## config.mk

```make
export PLATFORM = sky130hd
export DESIGN_NAME = i2c_master_transaction_sequencer_unit
export DESIGN_NICKNAME = d
export VERILOG_FILES = /design/src/rtl/core/i2cms_pkg.sv /design/src/rtl/core/i2cms_sequencer.sv /design/src/rtl/core/i2c_master_transaction_sequencer_unit.sv
export SDC_FILE = /design/constraint.sdc
export NUM_CORES = 1
export LEC_CHECK = 0
export ABC_AREA = 1
export BUFFER_PORTS_ARGS = -buffer_cell sky130_fd_sc_hd__buf_2
export CAP_MARGIN = 0
export CORE_ASPECT_RATIO = 0.6
export CORE_UTILIZATION = 46
export DETAILED_ROUTE_END_ITERATION = 16
export PLACE_DENSITY = 0.68
export SLEW_MARGIN = 20
export SYNTH_ARGS = -nofsm -noshare
export SYNTH_HDL_FRONTEND = slang
export SYNTH_SLANG_ARGS = --single-unit
```

## constraint.sdc

```tcl
create_clock -name clk -period 1.9 [get_ports clk]
set_clock_uncertainty 0.1 [all_clocks]
set_input_delay 0.19 -clock clk [delete_from_list [all_inputs] [get_ports clk]]
set_output_delay 0.19 -clock clk [all_outputs]
set_load 0.02 [all_outputs]
```

## src/rtl/core/i2cms_pkg.sv

```systemverilog
package i2cms_pkg;

	// op codes carried in s_tuser
	localparam logic [1:0] OP_TICK       = 2'd0;
	localparam logic [1:0] OP_WRITE_BYTE = 2'd1;
	localparam logic [1:0] OP_WRITE_REG  = 2'd2;
	localparam logic [1:0] OP_READ_WORD  = 2'd3;

	localparam int unsigned IN_DATA_W  = 32;
	localparam int unsigned OUT_DATA_W = 24;

	localparam logic [7:0] HALF_PERIOD_RESET = 8'd1;

	typedef struct packed {
		logic [1:0]  op;
		logic [6:0]  device_address;
		logic [7:0]  register_index;
		logic [15:0] write_word;
		logic        sda_in;
	} cmd_t;

	typedef struct packed {
		logic        command_rejected;
		logic [15:0] read_word;
		logic        done_res;
		logic        busy_res;
		logic        sda_drive;
		logic        sda_level;
		logic        scl_level;
	} res_t;

endpackage

```

## src/rtl/core/i2cms_sequencer.sv

```systemverilog
module i2cms_sequencer
	import i2cms_pkg::*;
(
	input  logic       clk,
	input  logic       arst_n,
	input  logic       en,
	input  cmd_t       cmd,
	input  logic [7:0] half_period_ticks,
	output res_t       res
);

	typedef enum logic [3:0] {
		ST_IDLE, ST_START_A, ST_START_B, ST_START_C,
		ST_WBIT_HI, ST_WBIT_LO, ST_SACK_HI, ST_SACK_LO,
		ST_RBIT_HI, ST_RBIT_LO, ST_MACK_HI, ST_MACK_LO,
		ST_STOP_A, ST_STOP_B, ST_STOP_C
	} step_t;

	step_t       step_q, n_step, tgt;
	logic [2:0]  bit_q, n_bit;
	logic [7:0]  wait_q, n_wait;
	logic [7:0]  shift_q, n_shift;
	logic [1:0]  kind_q, n_kind;
	logic [7:0]  reg_q, n_reg;
	logic [15:0] word_q, n_word;
	logic [15:0] asm_q, n_asm;
	logic [1:0]  byte_q, n_byte;
	logic        scl_q, n_scl, sda_q, n_sda, sden_q, n_sden;
	logic        go, done, rej, busy;
	logic [2:0]  total;

	always_comb begin
		n_step  = step_q;
		n_bit   = bit_q;
		n_wait  = wait_q;
		n_shift = shift_q;
		n_kind  = kind_q;
		n_reg   = reg_q;
		n_word  = word_q;
		n_asm   = asm_q;
		n_byte  = byte_q;
		n_scl   = scl_q;
		n_sda   = sda_q;
		n_sden  = sden_q;
		go      = 1'b0;
		tgt     = ST_IDLE;
		done    = 1'b0;
		rej     = 1'b0;
		busy    = (step_q != ST_IDLE);
		total   = (kind_q == OP_WRITE_BYTE) ? 3'd2 : 3'd4;

		if (!busy) begin
			if (cmd.op != OP_TICK) begin
				n_kind  = cmd.op;
				n_reg   = cmd.register_index;
				n_word  = cmd.write_word;
				n_byte  = 2'd0;
				n_bit   = 3'd0;
				n_shift = {cmd.device_address, cmd.op == OP_READ_WORD};
				go      = 1'b1;
				tgt     = ST_START_A;
			end
		end else begin
			rej = (cmd.op != OP_TICK);
			if (wait_q != 8'd0) begin
				n_wait = wait_q - 8'd1;
			end else begin
				unique case (step_q)
					ST_START_A: begin go = 1'b1; tgt = ST_START_B; end
					ST_START_B: begin go = 1'b1; tgt = ST_START_C; end
					ST_START_C: begin
						n_bit = 3'd0;
						go = 1'b1; tgt = ST_WBIT_HI;
					end
					ST_WBIT_HI: begin go = 1'b1; tgt = ST_WBIT_LO; end
					ST_WBIT_LO: begin
						n_shift = {shift_q[6:0], 1'b0};
						go = 1'b1;
						if (bit_q == 3'd7) begin
							n_bit = 3'd0; tgt = ST_SACK_HI;
						end else begin
							n_bit = bit_q + 3'd1; tgt = ST_WBIT_HI;
						end
					end
					ST_SACK_HI: begin go = 1'b1; tgt = ST_SACK_LO; end
					ST_SACK_LO: begin
						n_byte = byte_q + 2'd1;
						go = 1'b1;
						if (kind_q == OP_READ_WORD) begin
							n_bit = 3'd0; n_shift = 8'd0; tgt = ST_RBIT_HI;
						end else if (n_byte != 2'd0 && {1'b0, n_byte} < total) begin
							// next byte to send: register index, then word high, then low
							priority if (kind_q == OP_WRITE_BYTE) begin
								n_shift = word_q[7:0];
							end else if (n_byte == 2'd1) begin
								n_shift = reg_q;
							end else if (n_byte == 2'd2) begin
								n_shift = word_q[15:8];
							end else begin
								n_shift = word_q[7:0];
							end
							n_bit = 3'd0;
							tgt = ST_WBIT_HI;
						end else begin
							tgt = ST_STOP_A;
						end
					end
					ST_RBIT_HI: begin
						n_shift = {shift_q[6:0], cmd.sda_in};
						go = 1'b1; tgt = ST_RBIT_LO;
					end
					ST_RBIT_LO: begin
						go = 1'b1;
						if (bit_q == 3'd7) begin
							n_bit = 3'd0;
							if (byte_q == 2'd1) n_word = {shift_q, 8'd0};
							else n_asm = {word_q[15:8], shift_q};
							tgt = ST_MACK_HI;
						end else begin
							n_bit = bit_q + 3'd1; tgt = ST_RBIT_HI;
						end
					end
					ST_MACK_HI: begin go = 1'b1; tgt = ST_MACK_LO; end
					ST_MACK_LO: begin
						go = 1'b1;
						if (byte_q == 2'd1) begin
							n_byte = 2'd2; n_bit = 3'd0; n_shift = 8'd0;
							tgt = ST_RBIT_HI;
						end else begin
							tgt = ST_STOP_A;
						end
					end
					ST_STOP_A: begin go = 1'b1; tgt = ST_STOP_B; end
					ST_STOP_B: begin go = 1'b1; tgt = ST_STOP_C; end
					ST_STOP_C: begin
						n_step = ST_IDLE; n_wait = 8'd0; done = 1'b1;
					end
					default: begin n_step = ST_IDLE; n_wait = 8'd0; end
				endcase
			end
		end

		// phase entry: reload the wait and set the pins for the new phase
		if (go) begin
			n_step = tgt;
			n_wait = half_period_ticks;
			unique case (tgt)
				ST_START_A: begin n_sden = 1'b1; n_sda = 1'b1; n_scl = 1'b1; end
				ST_START_B: n_sda = 1'b0;
				ST_WBIT_HI: begin n_sden = 1'b1; n_sda = n_shift[7]; n_scl = 1'b1; end
				ST_SACK_HI: n_scl = 1'b1;
				ST_RBIT_HI: begin n_sden = 1'b0; n_scl = 1'b1; end
				ST_MACK_HI: begin
					n_sden = 1'b1; n_sda = (n_byte != 2'd1); n_scl = 1'b1;
				end
				ST_STOP_A: begin n_sden = 1'b1; n_sda = 1'b0; end
				ST_STOP_B: n_scl = 1'b1;
				ST_STOP_C: n_sda = 1'b1;
				ST_START_C, ST_WBIT_LO, ST_SACK_LO, ST_RBIT_LO, ST_MACK_LO: n_scl = 1'b0;
				default: begin n_step = ST_IDLE; n_wait = 8'd0; end
			endcase
		end

		res.scl_level        = n_scl;
		res.sda_level        = n_sda;
		res.sda_drive        = n_sden;
		res.busy_res         = (n_step != ST_IDLE);
		res.done_res         = done;
		res.read_word        = n_asm;
		res.command_rejected = rej;
	end

	always_ff @(posedge clk or negedge arst_n) begin
		if (!arst_n) begin
			step_q  <= ST_IDLE;
			bit_q   <= '0;
			wait_q  <= '0;
			shift_q <= '0;
			kind_q  <= '0;
			reg_q   <= '0;
			word_q  <= '0;
			asm_q   <= '0;
			byte_q  <= '0;
			scl_q   <= 1'b1;
			sda_q   <= 1'b1;
			sden_q  <= 1'b1;
		end else if (en) begin
			step_q  <= n_step;
			bit_q   <= n_bit;
			wait_q  <= n_wait;
			shift_q <= n_shift;
			kind_q  <= n_kind;
			reg_q   <= n_reg;
			word_q  <= n_word;
			asm_q   <= n_asm;
			byte_q  <= n_byte;
			scl_q   <= n_scl;
			sda_q   <= n_sda;
			sden_q  <= n_sden;
		end
	end

endmodule

```

## src/rtl/core/i2c_master_transaction_sequencer_unit.sv

```systemverilog
// I2C master transaction sequencer.
// Each input word is one bus tick: s_tuser carries the op (0 tick only,
// 1 write byte, 2 write register + 16-bit word, 3 read 16-bit word) and
// s_tdata the address, register, write data and the sampled SDA level.
// Every accepted word yields exactly one output word with the pin levels
// (SCL, SDA, SDA drive), busy, done, the last read word and a reject flag.
// A command arriving while a transaction runs is dropped and flagged.
// half_period_ticks is written through cfg_wr_en/cfg_wr_data; write it only
// while the block is idle. Each bus phase lasts 1 + half_period_ticks ticks.
// An input word passes through the input register, then the result register
// behind the sequencer logic, before it leaves as the output word.
// Throughput: one word per cycle while m_tready is high; the sequencer
// step is a single pass of logic from the input register into the state
// and result registers. When m_tready is low the result word holds, the
// input register fills and then s_tready drops; nothing is lost or repeated.
// Reset: no words in flight, sequencer idle, SCL and SDA released high with
// SDA driven, half_period_ticks back to 1.
module i2c_master_transaction_sequencer_unit
	import i2cms_pkg::*;
(
	input  logic                  clk,
	input  logic                  arst_n,
	input  logic                  s_tvalid,
	output logic                  s_tready,
	// [6:0] device_address, [14:7] register_index, [30:15] write_word, [31] sda_in
	input  logic [IN_DATA_W-1:0]  s_tdata,
	// [1:0] op
	input  logic [1:0]            s_tuser,
	output logic                  m_tvalid,
	input  logic                  m_tready,
	// [0] scl_level, [1] sda_level, [2] sda_drive, [3] busy_res, [4] done_res,
	// [20:5] read_word, [21] command_rejected, [23:22] zero
	output logic [OUT_DATA_W-1:0] m_tdata,
	input  logic                  cfg_wr_en,
	input  logic [7:0]            cfg_wr_data
);

	logic       valid_s1;
	cmd_t       cmd_s1;
	logic       adv;
	logic       res_valid_q;
	res_t       res_q;
	res_t       res_next;
	logic [7:0] half_q;

	// step the sequencer when an input word waits and the result slot is free
	assign adv      = valid_s1 && (!res_valid_q || m_tready);
	assign s_tready = !valid_s1 || adv;

	always_ff @(posedge clk or negedge arst_n) begin
		if (!arst_n) begin
			valid_s1 <= 1'b0;
		end else if (s_tready) begin
			valid_s1 <= s_tvalid;
		end
	end

	always_ff @(posedge clk) begin
		if (s_tready && s_tvalid) begin
			cmd_s1.op             <= s_tuser;
			cmd_s1.device_address <= s_tdata[6:0];
			cmd_s1.register_index <= s_tdata[14:7];
			cmd_s1.write_word     <= s_tdata[30:15];
			cmd_s1.sda_in         <= s_tdata[31];
		end
	end

	always_ff @(posedge clk or negedge arst_n) begin
		if (!arst_n) begin
			half_q <= HALF_PERIOD_RESET;
		end else if (cfg_wr_en) begin
			half_q <= cfg_wr_data;
		end
	end

	i2cms_sequencer u_seq (
		.clk               (clk),
		.arst_n            (arst_n),
		.en                (adv),
		.cmd               (cmd_s1),
		.half_period_ticks (half_q),
		.res               (res_next)
	);

	// result register
	always_ff @(posedge clk or negedge arst_n) begin
		if (!arst_n) begin
			res_valid_q <= 1'b0;
		end else if (adv) begin
			res_valid_q <= 1'b1;
		end else if (m_tready) begin
			res_valid_q <= 1'b0;
		end
	end

	always_ff @(posedge clk) begin
		if (adv) begin
			res_q <= res_next;
		end
	end

	assign m_tvalid = res_valid_q;
	assign m_tdata  = {{(OUT_DATA_W - $bits(res_t)){1'b0}}, res_q};

endmodule

```

==> results.yml, run 1 <==
run_status:
  outcome: "finished, violations left"
  failed_checks: "setup timing"
die:
  floorplan.initialDensity_pct: 48.2
  fp.coreArea_sq_um: 13100
  fp.dieArea_sq_um: 14300
  ports_placed_on_the_boundary: 73
  floorplan.die.width_microns: 153
  row_count: 32
  dieHeight_microns: 92.9
synth:
  synth_register_bits: 136
  number_of_synthesized_flops_with_an_enable_pin: 56
  syn-instance-count: 685
  synth.cell_area_sq_um: 6330
  synth_area_per_cell_sq_um: 9.24
  async_set_or_reset_flop_fraction_in_the_synthesized_netlist_pct: 58.8
  yosysWarningCount: 0
  synth-main-ff-cell: "dfrtp_1"
  synth_seq_area_share_pct: 58.3
  yosysUniqueCellTypes: 42
final_layout:
  num-fill-cells: 884
  layout_commonest_cell: "nand2_1"
  most-common-layout-cells: "123 x nand2_1, 77 x buf_4, 72 x dfrtp_1, 70 x inv_1, 69 x buf_2"
  flow.area_growth_from_synthesis_pct: 53.3
  footprint_of_the_multi_input_gates_sq_um: 2890
  final-seq-area_sq_um: 3690
  design_area_sq_um: 9710
  antenna_cells: 0
  layout-drive-gt1-share_pct: 41.6
  finish.net_count: 959
  postLayoutCoreUtil_pct: 73.9
timing:
  min_period_ns: 2.06
  final_setup_violation_count: 61
  hold-worst-slack_ns: 0.0424
  slew_violations: 0
  fin_ws_ns: -0.161
  hold_violations: 0
  achievable-frequency_mhz: 485
  period_share_pct: 108
  rsz0062_at_grt: "yes"
global_route:
  maximum_number_of_pins_on_one_net_before_global_route_repair: 58
  gr-max-usage-layer: "met2"
  gr-usage-met1_pct: 35.6
  number_of_antenna_violations_at_the_first_check_in_global_routing: 0
  groute.usage.overall_pct: 25.8
  grt_total_ovfl: 0
  gr-usage-met3_pct: 6.79
  met2_track_demand_over_resource_pct: 39.5
  first_global_vias: 5470
  grt_first_pass_wirelength_microns: 27900
detailed_routing:
  detail_route.wirelength_microns: 18600
  detail_route.first_pass.iterations: 5
  ant_nets: 0
  wl_per_cell_microns: 17.1
  initialDrtViolationCount: 470
  remaining_drc_errors: 0
  detail_route.vias_per_cell: 5.33
  route.vias.total: 5799
worst_setup_path:
  timing.critical_path.slowest_cell_delay_ns: 0.45
  cell_at_the_slowest_stage_of_the_critical_path: "dfrtp_2"
  crit_fanout: 6
  timing.critical_path.to_type: "register"
  start_kind: "register"
  cp.arrival_ns: 2.26
  crit_required_ns: 2.09
  cp_common_cell: "a21oi_4"
  path_class: "reg -> reg"
  cp_cell_sequence: "buf_12 > nor2_4 > nand2_4 > inv_4 > nand2_8 > a21oi_4 > inv_2 > a21oi_4 > buf_6 > mux2_4"
job:
  max_cap_violations: 0
placed_design:
  gp_routability_congestion: 0.924
  placement.cell_area_sq_um: 7390
  numPortBuffers: 70
  detailedPlacementHpwl_microns: 11300
power:
  p_leak_nw: 4.41
  total_power_mw: 14.8
  power_density_nw_per_um2: 1520
  vdd_ir_drop_max_mv: 0.736
worst_hold_path:
  worstHoldPathType: "in -> reg"
clock_network:
  clk_root_buffer_cell: "clkbuf_16"
  cts-buffers-inserted: 17
  clk_path_buf_depth: 2
  clock_sinks: 136
  clk_latency_ns: 0.42
  cts.htree.levels: 4
  tritoncts_clock_tree: "built"
  cts.clk_slew.worst_paths_ns: 0.06
stage by stage:
| step | cells | setup WS, ns | TNS, ns |
|---|---|---|---|
| after floorplan | 686 | 0.00256 | 0 |
| after global placement | 969 | -0.0682 | -0.529 |
| after detailed placement | 969 | -0.157 | -3.07 |
| after CTS | 1060 | -0.100 | -1.17 |
| after global routing | 1088 | -0.288 | -8.92 |
| final | 1088 | -0.161 | -4.31 |
sequential cells by signal, summed over array words and instances (netlist names), 2 cells and up:
name	flops
u_seq.shift_q	8
u_seq.kind_q	2
u_seq.step_q	4
half_q	8
u_seq.reg_q	8
m_tdata	22
u_seq.byte_q	2
u_seq.wait_q	8
u_seq.word_q	16
u_seq.asm_q	16
u_seq.bit_q	3
cmd_s1	34
critical path: cells and delay by family (launching register included):
| kind | cells | cell delay (ns) |
|---|---|---|
| AO/OA/AOI/OAI | 2 | 0.31 |
| buffers and inverters | 4 | 0.44 |
| flip-flops | 1 | 0.45 |
| multiplexers | 1 | 0.30 |
| AND/OR/NAND/NOR | 3 | 0.33 |
cells in the mapped netlist (8+ instances only):
cell,number,share of area (%)
a21oi_1,16,1.3
a31oi_1,8,0.79
clkbuf_1,10,0.59
dfrtp_1,76,30
edfxtp_1,56,27
inv_1,82,4.9
nand2_1,178,11
nand3_1,34,2.7
nor2_1,51,3.0
o21ai_0,80,6.3
timing repair:
| action | 4_1_cts | 5_1_grt |
|---|---|---|
| buffers inserted | 11 | 25 |
| hold endpoints to repair | 72 | 0 |
| hold buffers | 46 | 0 |
| gates resized for setup | 76 | 188 |
| cloned | 2 | 4 |
| pin swaps | 27 | 17 |
| setup endpoints to repair | 62 | 79 |
logic make-up (layout without fill, tap and decap cells):
group / after synthesis / after routing / synth area share (%)
buffers and inverters: 112 / 344 / 7.43
XOR/XNOR: 6 / 6 / 0.830
AO/OA/AOI/OAI: 136 / 136 / 12.2
multiplexers: 6 / 6 / 1.07
AND/OR/NAND/NOR: 281 / 281 / 18.8
adder cells (fa/ha/maj): 7 / 7 / 1.38
flip-flops: 136 / 136 / 58.3
other: 1 / 2 / 0.0592
per-layer routing:
metal  wire length [microns]  up-vias
met3                    1420       32
li1                        -     2690
met2                    8630      248
met4                     254        0
met1                    8270     2829
met5                       0        -
final timing paths:
| path | startpoint | depth (start not counted) | to | slack, ns |
|---|---|---|---|---|
| max | u_seq.step_q[2] | 10 | u_seq.word_q[15] | -0.16 |
| min | cfg_wr_en | 3 | half_q[7] | 0.04 |
| max reg2reg | u_seq.step_q[2] | 10 | u_seq.word_q[15] | -0.16 |
| min reg2reg | u_seq.sda_q | 2 | u_seq.sda_q | 0.38 |
| max in group asynchronous | arst_n | 3 | u_seq.reg_q[5] | 0.90 |
| min in group asynchronous | arst_n | 2 | half_q[6] | 0.16 |
report_power, final:
| group | switching [mW] | leakage, nW | internal (mW) |
|---|---|---|---|
| clock | 1.31 | 0.327 | 2.48 |
| sequential | 0.699 | 1.51 | 4.13 |
| combinational | 3.54 | 2.57 | 2.62 |
| total | 5.54 | 4.41 | 9.22 |
final cells by class:
type	instances	area share, %
Sequential cell	136	38.1
Multi-Input combinational cell	438	29.7
Timing Repair Buffer	223	19.4
Clock buffer	18	4.42
Inverter	88	3.63
Clock inverter	14	2.51
Tap cell	170	2.19
Timing Repair inverter	1	0.0773
(Power assumes the default switching activity.)
==> run 2, diff against run 1 <==
==> constraint.sdc (replaced) <==
create_clock -name clk -period 1.7 [get_ports clk]
set_clock_uncertainty 0.1 [all_clocks]
set_input_delay 0.17 -clock clk [delete_from_list [all_inputs] [get_ports clk]]
set_output_delay 0.17 -clock clk [all_outputs]
set_load 0.02 [all_outputs]
==> run 2 against run 1 <==
Effect of this change:
- the flow still finishes with violations (setup timing)
- die area stayed put
- routed wire length is 2.8% lower
- total power is 7.6% higher
- non-clock buffer count is 5 higher
- combinational power is 12% higher
- maximum frequency is 2.6% higher
- count of clock-buffer cells in the layout is 1 higher
- largest power group unchanged
==> results.yml, run 2 (same netlist as run 1, synthesis figures left out) <==
run_status:
  outcome: "finished, violations left"
  failed_checks: "setup timing"
timing:
  achievable-frequency_mhz: 498
  min_period_ns: 2.01
  slew_violations: 0
  rsz0062_at_grt: "yes"
  hold_violations: 0
  fin_ws_ns: -0.308
  tns_ns: -16.32
  period_share_pct: 118
  final_setup_violation_count: 77
global_route:
  number_of_antenna_violations_at_the_first_check_in_global_routing: 0
  first_global_vias: 5522
  met2_track_demand_over_resource_pct: 39.7
  maximum_number_of_pins_on_one_net_before_global_route_repair: 40
  groute.usage.overall_pct: 26.0
  gr-usage-met1_pct: 36.6
  gr-max-usage-layer: "met2"
  gr-usage-met3_pct: 7.30
  grt_first_pass_wirelength_microns: 27900
  grt_total_ovfl: 0
detailed_routing:
  wl_per_cell_microns: 16.5
  route.vias.total: 5587
  detail_route.first_pass.iterations: 5
  initialDrtViolationCount: 380
  ant_nets: 0
  detail_route.wirelength_microns: 18100
  remaining_drc_errors: 0
  detail_route.vias_per_cell: 5.12
final_layout:
  largest_register: "cmd_s1"
  layout_commonest_cell: "nand2_1"
  flow.area_growth_from_synthesis_pct: 51.1
  antenna_cells: 0
  postLayoutCoreUtil_pct: 72.8
  max_reg_flops: 34
  num-fill-cells: 919
  finish.net_count: 963
  design_area_sq_um: 9570
  layout-drive-gt1-share_pct: 41.8
  most-common-layout-cells: "127 x nand2_1, 92 x buf_4, 71 x dfrtp_1, 69 x buf_2, 67 x inv_1"
placed_design:
  placement.cell_area_sq_um: 7610
  numPortBuffers: 70
  detailedPlacementHpwl_microns: 11300
  gp_routability_congestion: 0.936
worst_setup_path:
  crit_required_ns: 1.76
  crit_fanout: 5
  cell_at_the_slowest_stage_of_the_critical_path: "dfrtp_1"
  timing.reg2reg.setup_slack_ns: -0.31
  path_class: "reg -> reg"
  r2r_cells: 13
  cp_cell_sequence: "buf_6 > nor2_4 > nand2_4 > nand2_4 > buf_6 > buf_4 > nand3_1 > nand2_2 > nand2_4 > nand2_1 > nand2_1 > nor2_1 > nand2_1"
  reg2reg_from: "u_seq.step_q[1]"
  cp.arrival_ns: 2.07
  timing.critical_path.to_type: "register"
  timing.critical_path.slowest_cell_delay_ns: 0.40
  start_kind: "register"
  reg2reg_to: "m_tdata[1]"
die:
  fp.dieArea_sq_um: 14300
  fp.coreArea_sq_um: 13100
  dieHeight_microns: 92.9
  floorplan.die.width_microns: 153
  ports_placed_on_the_boundary: 73
  floorplan.initialDensity_pct: 48.2
  row_count: 32
power:
  swShare_pct: 38.4
  power_density_nw_per_um2: 1660
  vdd_ir_drop_max_mv: 0.892
  total_power_mw: 15.9
  p_leak_nw: 4.30
  internal_power_mw: 9.78
  netSwitchingPower_mw: 6.11
  comb_power_share_pct: 43.4
  power_frac_seq_pct: 33.5
  share_clk_of_total_power_pct: 23.1
worst_hold_path:
  min_delay_path_depth: 3
  hold_path_end: "half_q[7]"
  hold_path_startpoint: "cfg_wr_en"
  worstHoldPathType: "in -> reg"
clock_network:
  cts.clk_slew.worst_paths_ns: 0.06
  cts.htree.levels: 4
  clk_path_buf_depth: 2
  tritoncts_clock_tree: "built"
  clk_latency_ns: 0.42
  cts-buffers-inserted: 17
  clk_root_buffer_cell: "clkbuf_16"
  clock_sinks: 136
job:
  max_cap_violations: 0
[run 2: critical path, delay by kind of cell (launching register included)]
family                 cells  cell delay [ns]
buffers and inverters      3             0.34
DFF                        1             0.40
and+or+nand+nor           10             0.89
[run 2: final cells by class]
type / instances / area, sq um / share of cell area (%)
Clock buffer: 19 / 433 / 4.53
Clock inverter: 13 / 144 / 1.50
Inverter: 88 / 362 / 3.78
Multi-Input combinational cell: 438 / 2870 / 30.0
Sequential cell: 136 / 3690 / 38.6
Tap cell: 170 / 213 / 2.22
Timing Repair Buffer: 228 / 1850 / 19.3
[run 2: what timing repair did]
action                                 4_1_cts  5_1_grt
buffers inserted                            14        7
hold buffers                                46        0
pin swaps                                   33       28
cloned                                       3        2
endpoints found under the hold margin      123        0
gates resized for setup                    109      123
setup endpoints to repair                   88      104
[run 2: stage by stage]
stage | setup WS, ns | instances | hold slack (ns)
4_1_cts | -0.283 | 1086 | 0.0147
3_5_place_dp | -0.325 | 991 | 0.0242
3_3_place_gp | -0.287 | 991 | 0.0162
5_1_grt | -0.404 | 1092 | 0.0712
6_report | -0.308 | 1092 | 0.0302
2_1_floorplan | -0.139 | 686 | -0.226
[run 2: worst max path at each step]
stage / from / end / cells past startpoint
finish: u_seq.step_q[1] / m_tdata[1] / 13
global route: u_seq.wait_q[0] / u_seq.asm_q[7] / 13
CTS: u_seq.byte_q[0] / m_tdata[1] / 13
detailed placement: u_seq.wait_q[3] / u_seq.asm_q[2] / 11
global placement: u_seq.step_q[1] / m_tdata[1] / 13
floorplan: u_seq.wait_q[3] / u_seq.word_q[15] / 8
[run 2: power groups by stage]
| stage | Combinational, mW | Clock [mW] | Sequential (mW) |
|---|---|---|---|
| floorplan | 3.16 | 0 | 5.29 |
| global placement | 5.24 | 0 | 5.20 |
| detailed placement | 5.43 | 0 | 5.23 |
| CTS | 6.02 | 3.69 | 5.20 |
| global route | 7.51 | 3.85 | 5.42 |
| finish | 6.90 | 3.67 | 5.32 |
[run 2: layer usage]
layer  part of all wire (%)  wire, microns
met5                      0              0
met4                   0.91            165
met3                    6.6           1190
met2                     46           8220
met1                     47           8480
